[src/hdl/assert_macros.svh]
// Assertion helpers for the heating curve controller.
// Used by the top level; expects clk and rst_n in scope.
`ifndef ASSERT_MACROS_SVH
`define ASSERT_MACROS_SVH

// Property checked at every clock edge outside reset.
`define HCSC_ASSERT(lbl, prop, msg) \
  lbl: assert property (@(posedge clk) disable iff (!rst_n) prop) \
    else $error(msg);

// Condition that must never be seen.
`define HCSC_NEVER(lbl, expr, msg) `HCSC_ASSERT(lbl, !(expr), msg)

`endif

[src/hdl/hcsc_pkg.sv]
// Shared types, constants and curve tables for the heating curve controller.
// No dependencies.
`timescale 1ns / 1ps

package hcsc_pkg;

  localparam int CURVE_POINTS = 11;
  localparam int IDX_W        = $clog2(CURVE_POINTS);
  localparam int CNT_W        = $clog2(CURVE_POINTS + 1);

  typedef logic signed [15:0] temp_t;
  typedef logic signed [23:0] dnum_t;

  localparam temp_t MARKER     = -16'sd25344;
  localparam int    ADAPT_BAND = 128;
  localparam int    ADAPT_STEP = 26;

  localparam int DEN_W      = 7;
  localparam int DIV_PHASES = 3;                 // multiply, remainder, fix-up
  localparam logic [DEN_W-1:0] DEN_SEG = 7'd5;   // 1280 = 256 * 5
  localparam logic [DEN_W-1:0] DEN_AVG = 7'd81;
  localparam logic [DEN_W-1:0] DEN_RED = 7'd10;

  // reciprocals floor(2^25 / den) for the biased 25-bit dividend
  localparam int REC_SHIFT = 25;
  localparam int REC_W     = 23;
  localparam logic [REC_W-1:0] REC_SEG = 23'd6710886;
  localparam logic [REC_W-1:0] REC_AVG = 23'd414252;
  localparam logic [REC_W-1:0] REC_RED = 23'd3355443;

  typedef enum logic [1:0] {
    REG_MODE     = 2'd0,
    REG_SETPOINT = 2'd1,
    REG_HYST     = 2'd2
  } reg_idx_t;

  typedef enum logic [1:0] {
    VALVE_NONE = 2'd0,
    VALVE_UP   = 2'd1,
    VALVE_DOWN = 2'd2
  } valve_t;

  typedef enum logic {
    REQ_TICK  = 1'b0,
    REQ_ADAPT = 1'b1
  } req_t;

  typedef enum logic {
    MODE_AUTO   = 1'b0,
    MODE_MANUAL = 1'b1
  } mode_t;

  typedef struct packed {
    logic             start;
    logic [DEN_W-1:0] den;
    dnum_t            num;
  } div_req_t;

  typedef struct packed {
    logic  busy;
    logic  done;
    dnum_t quo;
  } div_rsp_t;

  // Outdoor breakpoint i: -30 + 5*i degrees
  function automatic temp_t breakpoint(input logic [IDX_W-1:0] i);
    int v;
    v = (-30 + 5 * int'(i)) * 256;
    return temp_t'(v);
  endfunction

  // Supply temperature of a point after reset
  function automatic temp_t base_supply(input logic [IDX_W-1:0] i);
    int d;
    unique case (int'(i))
      0:       d = 40;
      1:       d = 38;
      2:       d = 34;
      3:       d = 34;
      4:       d = 32;
      5:       d = 30;
      6:       d = 28;
      7:       d = 25;
      8:       d = 23;
      9:       d = 21;
      default: d = 20;
    endcase
    return temp_t'(d * 256);
  endfunction

endpackage

[src/hdl/hcsc_div.sv]
// Floor division of a signed value by a small constant: reciprocal multiply
// plus one compare-and-subtract fix-up. Depends on hcsc_pkg.
`timescale 1ns / 1ps

module hcsc_div import hcsc_pkg::*; (
  input  logic     clk,
  input  logic     rst_n,
  input  div_req_t req,
  output div_rsp_t rsp
);

  logic                      busy_r;
  logic                      done_r;
  logic [1:0]                ph_r;
  logic [24:0]               n_r;
  logic [REC_W-1:0]          m_r;
  logic [DEN_W-1:0]          den_r;
  logic [REC_SHIFT+REC_W-1:0] prod_r;
  logic [REC_W-1:0]          q_r;
  logic [DEN_W:0]            rem_r;
  logic [23:0]               quo_r;

  logic [24:0]      biased;
  logic [REC_W-1:0] recip;
  logic [REC_W-1:0] q_nxt;
  logic [24:0]      rem_nxt;
  logic             fix;

  // bias by den * 2^17 so the dividend is non-negative
  assign biased = {req.num[23], req.num} + ({18'd0, req.den} << 17);

  always_comb begin
    unique case (req.den)
      DEN_SEG: recip = REC_SEG;
      DEN_AVG: recip = REC_AVG;
      default: recip = REC_RED;
    endcase
  end

  // estimate is the true quotient or one below it
  assign q_nxt   = prod_r[REC_SHIFT +: REC_W];
  assign rem_nxt = n_r - ({2'b00, q_nxt} * {18'd0, den_r});
  assign fix     = (rem_r >= {1'b0, den_r});

  always_ff @(posedge clk) begin
    if (req.start) begin
      n_r   <= biased;
      m_r   <= recip;
      den_r <= req.den;
    end
    prod_r <= {{REC_W{1'b0}}, n_r} * {{REC_SHIFT{1'b0}}, m_r};
    q_r    <= q_nxt;
    rem_r  <= rem_nxt[DEN_W:0];
    quo_r  <= {1'b0, q_r} + {23'd0, fix} - 24'h020000;
  end

  always_ff @(posedge clk) begin
    if (!rst_n) begin
      busy_r <= 1'b0;
      done_r <= 1'b0;
      ph_r   <= '0;
    end else begin
      done_r <= busy_r && (ph_r == 2'(DIV_PHASES - 1));
      if (req.start) begin
        busy_r <= 1'b1;
        ph_r   <= '0;
      end else if (busy_r) begin
        ph_r <= ph_r + 2'd1;
        if (ph_r == 2'(DIV_PHASES - 1)) busy_r <= 1'b0;
      end
    end
  end

  assign rsp.busy = busy_r;
  assign rsp.done = done_r;
  assign rsp.quo  = dnum_t'(quo_r);

endmodule

[src/hdl/heating_curve_supply_controller.sv]
// Heating curve supply controller: curve and averages in two registered-read RAMs.
// Control tick: segment and average divisions between points, average only at or
// below the first, none above; hours 6 and 7 add a divider pass. Manual tick skips
// the curve; adapt event walks every point. One item in flight: next item accepted
// the cycle after its result loads; a held result delays the load. Sync active-low
// reset: default curve, averages unseen, configuration registers to defaults.
`timescale 1ns / 1ps

module heating_curve_supply_controller import hcsc_pkg::*; (
  input  logic        clk,
  input  logic        rst_n,
  // configuration
  input  logic        cfg_we,
  input  logic [1:0]  cfg_addr,
  input  logic [15:0] cfg_wdata,
  // input items
  input  logic        in_valid,
  output logic        in_ready,
  input  logic        in_req_type,
  input  temp_t       in_outdoor_temp,
  input  temp_t       in_indoor_temp,
  input  temp_t       in_supply_temp,
  input  logic [4:0]  in_hour_of_day,
  // result items
  output logic        out_valid,
  input  logic        out_ready,
  output logic [1:0]  out_valve_step,
  output temp_t       out_supply_target,
  output logic        out_acted
);

  `include "assert_macros.svh"

  typedef enum logic [4:0] {
    S_IDLE, S_LAST_W, S_LAST, S_A_W, S_A, S_B_W, S_B, S_MUL, S_SEG_GO,
    S_SEG_DIV, S_AVG_W, S_AVG, S_AVG_DIV, S_RED, S_RED_DIV, S_VALVE,
    S_AD_W, S_AD, S_DONE
  } state_t;

  // configuration registers
  mode_t       mode_r;
  temp_t       setpoint_r;
  logic [14:0] hyst_r;

  state_t           state_r;
  logic [IDX_W-1:0] addr_r;
  logic [CNT_W-1:0] pos_r;
  temp_t            outd_r, ind_r, sup_meas_r;
  logic [4:0]       hour_r;
  temp_t            last_r, y1_r, target_r, reduced_r;
  logic signed [16:0] dy_r;
  logic [10:0]      dx_r;
  logic signed [28:0] prod_r;
  valve_t           step_r;
  logic             acted_r;
  div_req_t         div_req_r;
  div_rsp_t         div_rsp;

  logic   out_valid_r;
  valve_t out_step_r;
  temp_t  out_target_r;
  logic   out_acted_r;

  // curve RAMs; an entry without its valid bit reads as its reset value
  temp_t sup_mem [CURVE_POINTS];
  temp_t avg_mem [CURVE_POINTS];
  logic [CURVE_POINTS-1:0] sup_vld_r, seen_r;
  temp_t            sup_rd_r, avg_rd_r;
  logic             sup_vld_rd_r, seen_rd_r;
  logic [IDX_W-1:0] rd_addr_r;

  temp_t sup_rd, avg_rd;
  logic  sup_we, avg_we;
  temp_t sup_wdata, avg_wdata;

  logic [CNT_W-1:0] below_cnt;
  logic             above;
  logic [IDX_W-1:0] pos_idx;
  logic             morning;
  logic             div_go;

  hcsc_div u_div (
    .clk (clk),
    .rst_n (rst_n),
    .req (div_req_r),
    .rsp (div_rsp)
  );

  // number of breakpoints strictly below the outdoor temperature
  always_comb begin
    below_cnt = '0;
    for (int i = 0; i < CURVE_POINTS; i++) begin
      if (breakpoint(IDX_W'(i)) < in_outdoor_temp) below_cnt = below_cnt + CNT_W'(1);
    end
  end

  assign above   = (pos_r == CNT_W'(CURVE_POINTS));
  assign pos_idx = pos_r[IDX_W-1:0];
  assign morning = (hour_r == 5'd6) || (hour_r == 5'd7);

  assign sup_rd = sup_vld_rd_r ? sup_rd_r : base_supply(rd_addr_r);
  assign avg_rd = seen_rd_r ? avg_rd_r : MARKER;

  // adapt one point 0.1 degree: up if average > setpoint+0.5, down if < setpoint-0.5
  logic signed [16:0] ad_err, ad_mag, ad_sum;
  always_comb begin
    ad_err = {setpoint_r[15], setpoint_r} - {avg_rd[15], avg_rd};
    ad_mag = ad_err[16] ? -ad_err : ad_err;
    ad_sum = {sup_rd[15], sup_rd};
    if (ad_mag > 17'sd128) begin
      if (ad_err[16]) ad_sum = ad_sum + 17'(ADAPT_STEP);
      else            ad_sum = ad_sum - 17'(ADAPT_STEP);
    end
    if (ad_sum[16] != ad_sum[15]) sup_wdata = ad_sum[16] ? 16'sh8000 : 16'sh7fff;
    else                          sup_wdata = ad_sum[15:0];
  end

  assign sup_we    = (state_r == S_AD);
  assign avg_we    = (state_r == S_AVG_DIV) && div_rsp.done;
  assign avg_wdata = div_rsp.quo[15:0];

  always_ff @(posedge clk) begin
    if (sup_we) sup_mem[addr_r] <= sup_wdata;
    if (avg_we) avg_mem[addr_r] <= avg_wdata;
    sup_rd_r  <= sup_mem[addr_r];
    avg_rd_r  <= avg_mem[addr_r];
    rd_addr_r <= addr_r;
  end

  always_ff @(posedge clk) begin
    if (!rst_n) begin
      sup_vld_r    <= '0;
      seen_r       <= '0;
      sup_vld_rd_r <= 1'b0;
      seen_rd_r    <= 1'b0;
    end else begin
      if (sup_we) sup_vld_r[addr_r] <= 1'b1;
      if (avg_we) seen_r[addr_r] <= 1'b1;
      sup_vld_rd_r <= sup_vld_r[addr_r];
      seen_rd_r    <= seen_r[addr_r];
    end
  end

  // configuration writes
  always_ff @(posedge clk) begin
    if (!rst_n) begin
      mode_r     <= MODE_AUTO;
      setpoint_r <= 16'sd4736;
      hyst_r     <= 15'd512;
    end else if (cfg_we) begin
      unique case (cfg_addr)
        REG_MODE:     mode_r <= mode_t'(cfg_wdata[0]);
        REG_SETPOINT: setpoint_r <= cfg_wdata;
        REG_HYST:     hyst_r <= cfg_wdata[14:0];
        default: ;
      endcase
    end
  end

  // datapath terms for the divider and the valve decision
  logic signed [28:0] seg_sum;
  logic signed [16:0] seg_dx;
  dnum_t seg_num, avg_base, avg_num, red_num, ind_ext;
  logic signed [16:0] red_diff, v_err, v_mag;
  temp_t avg_seed;

  always_comb begin
    seg_sum  = prod_r + 29'sd640;
    seg_num  = {{3{seg_sum[28]}}, seg_sum[28:8]};
    seg_dx   = {outd_r[15], outd_r} - {1'b0, 16'h0} -
               17'(signed'(breakpoint(pos_idx - IDX_W'(1))));
    avg_seed = seen_rd_r ? avg_rd_r : ind_r;
    avg_base = {{8{avg_seed[15]}}, avg_seed};
    ind_ext  = {{8{ind_r[15]}}, ind_r};
    avg_num  = (avg_base <<< 6) + (avg_base <<< 4) + ind_ext + 24'sd40;
    red_diff = {target_r[15], target_r} - {last_r[15], last_r};
    red_num  = {{7{red_diff[16]}}, red_diff};
    red_num  = (red_num <<< 1) + red_num + 24'sd5;
    v_err    = {sup_meas_r[15], sup_meas_r} - {reduced_r[15], reduced_r};
    v_mag    = v_err[16] ? -v_err : v_err;
  end

  // divider start: segment, average, and the morning reduction
  assign div_go = (state_r == S_SEG_GO) || (state_r == S_AVG) ||
                  ((state_r == S_RED) && morning);

  assign in_ready = (state_r == S_IDLE);

  always_ff @(posedge clk) begin
    if (!rst_n) begin
      state_r         <= S_IDLE;
      div_req_r.start <= 1'b0;
      out_valid_r     <= 1'b0;
    end else begin
      div_req_r.start <= div_go;
      if (state_r == S_DONE && (!out_valid_r || out_ready)) out_valid_r <= 1'b1;
      else if (out_ready) out_valid_r <= 1'b0;
      unique case (state_r)
        S_IDLE: begin
          if (in_valid) begin
            outd_r     <= in_outdoor_temp;
            ind_r      <= in_indoor_temp;
            sup_meas_r <= in_supply_temp;
            hour_r     <= in_hour_of_day;
            pos_r      <= below_cnt;
            if (req_t'(in_req_type) == REQ_ADAPT) begin
              addr_r  <= '0;
              state_r <= S_AD_W;
            end else if (mode_r == MODE_MANUAL) begin
              step_r    <= VALVE_NONE;
              reduced_r <= '0;
              acted_r   <= 1'b0;
              state_r   <= S_DONE;
            end else begin
              addr_r  <= IDX_W'(CURVE_POINTS - 1);
              state_r <= S_LAST_W;
            end
          end
        end
        S_LAST_W: state_r <= S_LAST;
        S_LAST: begin
          last_r <= sup_rd;
          if (above) begin
            target_r <= sup_rd;   // clamp above the curve, no average update
            state_r  <= S_RED;
          end else begin
            addr_r  <= (pos_idx == '0) ? '0 : pos_idx - IDX_W'(1);
            state_r <= S_A_W;
          end
        end
        S_A_W: state_r <= S_A;
        S_A: begin
          y1_r   <= sup_rd;
          addr_r <= pos_idx;
          if (pos_idx == '0) begin
            target_r <= sup_rd;
            state_r  <= S_AVG_W;
          end else begin
            state_r <= S_B_W;
          end
        end
        S_B_W: state_r <= S_B;
        S_B: begin
          dy_r    <= {sup_rd[15], sup_rd} - {y1_r[15], y1_r};
          dx_r    <= seg_dx[10:0];
          state_r <= S_MUL;
        end
        S_MUL: begin
          prod_r  <= signed'({1'b0, dx_r}) * dy_r;
          state_r <= S_SEG_GO;
        end
        S_SEG_GO: begin
          div_req_r.den <= DEN_SEG;
          div_req_r.num <= seg_num;
          state_r       <= S_SEG_DIV;
        end
        S_SEG_DIV: begin
          if (div_rsp.done) begin
            target_r <= y1_r + div_rsp.quo[15:0];
            state_r  <= S_AVG_W;
          end
        end
        S_AVG_W: state_r <= S_AVG;
        S_AVG: begin
          div_req_r.den <= DEN_AVG;
          div_req_r.num <= avg_num;
          state_r       <= S_AVG_DIV;
        end
        S_AVG_DIV: if (div_rsp.done) state_r <= S_RED;
        S_RED: begin
          if (morning) begin
            div_req_r.den <= DEN_RED;
            div_req_r.num <= red_num;
            state_r       <= S_RED_DIV;
          end else begin
            reduced_r <= target_r;
            state_r   <= S_VALVE;
          end
        end
        S_RED_DIV: begin
          if (div_rsp.done) begin
            reduced_r <= target_r - div_rsp.quo[15:0];
            state_r   <= S_VALVE;
          end
        end
        S_VALVE: begin
          if (v_mag > signed'({2'b00, hyst_r}))
            step_r <= v_err[16] ? VALVE_UP : VALVE_DOWN;
          else
            step_r <= VALVE_NONE;
          acted_r <= 1'b1;
          state_r <= S_DONE;
        end
        S_AD_W: state_r <= S_AD;
        S_AD: begin
          if (addr_r == IDX_W'(CURVE_POINTS - 1)) begin
            step_r    <= VALVE_NONE;
            reduced_r <= '0;
            acted_r   <= 1'b0;
            state_r   <= S_DONE;
          end else begin
            addr_r  <= addr_r + IDX_W'(1);
            state_r <= S_AD_W;
          end
        end
        S_DONE: begin
          if (!out_valid_r || out_ready) begin
            out_step_r   <= step_r;
            out_target_r <= reduced_r;
            out_acted_r  <= acted_r;
            state_r      <= S_IDLE;
          end
        end
        default: state_r <= S_IDLE;
      endcase
    end
  end

  assign out_valid         = out_valid_r;
  assign out_valve_step    = out_step_r;
  assign out_supply_target = out_target_r;
  assign out_acted         = out_acted_r;

  // helper terms for the checks below
  logic noact_ok, step_bad;
  assign noact_ok = (out_step_r == VALVE_NONE) && (out_target_r == 16'sd0);
  assign step_bad = (out_step_r != VALVE_NONE) && (out_step_r != VALVE_UP) &&
                    (out_step_r != VALVE_DOWN);

  `HCSC_ASSERT(a_idle_div_quiet, (state_r == S_IDLE) |-> !div_rsp.busy, "divider busy in idle")
  `HCSC_ASSERT(a_noact_zero, (out_valid_r && !out_acted_r) |-> noact_ok, "idle result not zero")
  `HCSC_NEVER(a_step_code, out_valid_r && step_bad, "bad valve code")
  `HCSC_NEVER(a_two_writes, sup_we && avg_we, "both curve RAMs written at once")

endmodule
[config.mk]
export PLATFORM = sky130hd
export DESIGN_NAME = heating_curve_supply_controller
export DESIGN_NICKNAME = d
export VERILOG_FILES = /design/src/hdl/hcsc_pkg.sv /design/src/hdl/hcsc_div.sv /design/src/hdl/heating_curve_supply_controller.sv
export VERILOG_INCLUDE_DIRS = /design/src /design/src/hdl
export SDC_FILE = /design/constraint.sdc
export NUM_CORES = 2
export LEC_CHECK = 0
export BUFFER_PORTS_ARGS = -buffer_cell sky130_fd_sc_hd__buf_2
export CORE_UTILIZATION = 30
export CTS_CLUSTER_SIZE = 28
export DETAILED_ROUTE_END_ITERATION = 8
export PLACE_DENSITY = 0.42
export SLEW_MARGIN = 20
export SYNTH_ARGS = -nofsm -noshare
export SYNTH_HDL_FRONTEND = slang
export SYNTH_SLANG_ARGS = --single-unit
[constraint.sdc]
create_clock -name clk -period 25.1 [get_ports clk]
set_input_delay 5.02 -clock clk [delete_from_list [all_inputs] [get_ports clk]]
set_output_delay 5.02 -clock clk [all_outputs]
set_load 0.02 [all_outputs]
==> flow_summary.json <==
{
  "cp.required_ps": 25560,
  "grt_pass1_wl_mm": 251.0,
  "portBuffers": 96,
  "gp_congestion": 0.8375,
  "clock_latency_ps": 700,
  "hold_ws_ps": 309.1,
  "relSlewSlack_pct": 27.44,
  "period_minus_slack_ps": 11160,
  "synth.distinct_cells": 97,
  "hold_class": "reg -> reg",
  "clockBufferDepth": 3,
  "die_area_um2": 198300,
  "wl_mm": 166.5,
  "crit_chain": "buf_2, or4_1, o31a_2, nor4_1, o21ai_0, ha_1, xor2_1, ha_1, o311ai_1, o31ai_1, ha_1, mux2_4, ha_1, mux2_2, ha_1, a221o_1, ha_1, mux2_4, ha_1, mux2_4, ha_1, mux2_4, ha_1, mux2_2",
  "status": "completed",
  "yosysWarnings": 0,
  "die_h_um": 445.3,
  "cts_resized": 0,
  "nets": 6558,
  "post-route-period-util_pct": 44.47,
  "final_cell_mix": "inv_1, edfxtp_1, fa_1, ha_1, nand2_1",
  "placed_cell_area_um2": 62640,
  "place_ws_ps": 13200,
  "synth_area_um2": 58970,
  "grt_pass1_vias": 39350,
  "startpoint_type": "primary input",
  "crit_arrival_ps": 11620,
  "critPathCapture": "pos_idx[1]",
  "max_freq_mhz": 89.58,
  "cpMaxStageDelayCell": "or4_1",
  "cts_buffers": 85,
  "grt_overflow": 0,
  "drt_iter0_markers": 1955,
  "r2r-start": "u_div.m_r[18]",
  "finalSetupViolations": 0,
  "area_growth_pct": 11.37,
  "cpMostUsedCell": "ha_1",
  "grt_antenna_before_repair": 5,
  "hold_viol": 0,
  "layout_commonest_cell": "inv_1",
  "r2r_end": "u_div.prod_r[37]",
  "fp-row-count": 162,
  "yosys_register_bits": 767,
  "core-area_um2": 195000,
  "htree_levels": 3,
  "wl_per_cell_um": 20.57,
  "syn_nets": 6468,
  "synthCells": 5303,
  "rsz0062_at_grt": "false",
  "drv_slew": 0,
  "criticalPathCategory": "in -> reg",
  "max-cap-violations": 0,
  "initial_utilization_pct": 30.24,
  "track_usage_pct": 16.96,
  "antenna_left": 0,
  "dp_hpwl_mm": 129.9,
  "startpoint": "in_outdoor_temp[2]",
  "drc": 0,
  "viasPerCell": 4.582,
  "fillers": 19770,
  "yosysSeqAreaShare_pct": 36.33,
  "setup_slack_ps": 13940,
  "r2r_cells": 24,
  "ys.flop_type": "edfxtp_1",
  "cts.sinks": 767,
  "clock_skew_ps": 40.46,
  "grt_max_degree": 74,
  "vias": 37080,
  "cts_hold_buf": 0,
  "synthArstFlopShare_pct": 0,
  "drtPass1Iterations": 5,
  "cp_max_fo": 7,
  "final_layout_size_suffix_gt1_share_pct": 8.106,
  "finalSetupTns_ps": 0,
  "dieWidth_um": 445.3,
  "worst_pin_slew_ps": 1061,
  "critPathMaxStageDelay_ps": 550,
  "r2r_slack_ps": 15950,
  "clkTransAtPathRegs_ps": 70,
  "endpoint_kind": "flip-flop",
  "synth_edf_count": 606,
  "tritoncts": "yes",
  "final_area_um2": 65670,
  "post_synth.cell_area_avg_um2": 11.12,
  "ios": 98,
  "post-cts-setup-buffer-count": 0,
  "root_buffer": "clkbuf_16"
}
-- critical path: cells and delay by family --
kind | cells | cell delay, ps
buffers and inverters | 1 | 110
xor gates and xnor gates | 1 | 200
muxes | 6 | 1640
adders and majority gates | 9 | 2830
and+or+nand+nor | 2 | 700
AOI/OAI and AO/OA | 5 | 1110
-- cell type report --
type | instances | area [um2] | share of cell area, %
inverter | 994 | 3732 | 5.683
clock inverter | 57 | 739.5 | 1.126
antenna | 4 | 10.01 | 0.01524
tap | 2624 | 3283 | 4.999
clock buffer | 102 | 2272 | 3.460
multi-input combinational | 3395 | 33330 | 50.75
timing repair buffer | 150 | 885.9 | 1.349
sequential | 767 | 21420 | 32.62
-- worst min-delay path by stage --
stage,slack [ps],from,cells after the start,to
floorplan,310,u_div.prod_r[35],0,u_div.q_r[10]
global placement,310,u_div.prod_r[34],0,u_div.q_r[9]
detailed placement,320,u_div.prod_r[36],0,u_div.q_r[11]
CTS,310,u_div.prod_r[39],0,u_div.q_r[14]
global route,300,u_div.prod_r[39],0,u_div.q_r[14]
finish,310,u_div.prod_r[39],0,u_div.q_r[14]
-- kinds of logic after synthesis --
family / Yosys count / synth area share [%]
mux: 165 / 4.341
xor+xnor: 251 / 3.813
flops: 767 / 36.33
fa+ha+maj: 1088 / 30.39
compound gates: 705 / 7.921
simple gates: 1186 / 9.926
buf+inv: 1141 / 7.278
-- routing by layer --
metal  vias up  global-route usage, %  wire length, um  share of wire (%)
met5         -                      0               13             0.0078
met4         2                  5.089             4528                2.7
met3       151                  1.369             3829                2.3
met2       460                  29.95            83360                 50
met1     18550                  21.98            74750                 45
li1      17920                      -                -                  -
-- cells in the mapped netlist, drive strengths merged (17+ instances only) --
cell type,instances,area share (%)
nor2,170,1.1
nor3,71,0.61
and2,227,2.4
edfxtp,606,31
nand4,17,0.18
a21o,48,0.61
xnor2,177,2.6
clkbuf,120,0.77
ha,514,11
nand2b,29,0.31
mux4,69,2.6
o21ai,201,1.7
xor2,71,1.1
nor4,17,0.20
inv,993,6.3
a21oi,120,1.0
o21bai,19,0.24
and3,41,0.43
nand3,64,0.54
mux2,24,0.48
o211ai,42,0.53
o31ai,17,0.22
fa,574,19
mux2i,72,1.2
dfxtp,161,5.5
buf,27,0.18
o21a,52,0.67
nor2b,46,0.49
nand2,434,2.8
a21boi,48,0.62
-- stage by stage --
| step | util, % | std cells |
|---|---|---|
| global route | 33.68 | 8090 |
| global placement | 32.12 | 7930 |
| CTS | 33.67 | 8089 |
| detailed placement | 32.13 | 7930 |
| floorplan | - | 5303 |
| finish | 33.68 | 8093 |
-- state kept, by name, summed over array words and instances (netlist names), 17 cells and up, named ones only --
signal and flops:
sup_mem 176, div_req_r 29, prod_r 22, avg_mem 176, u_div.n_r 25, dy_r 17
Power is left out: the tool's default activity adds up to more than one toggle a clock period on the data nets, which glitch-free logic cannot reach.
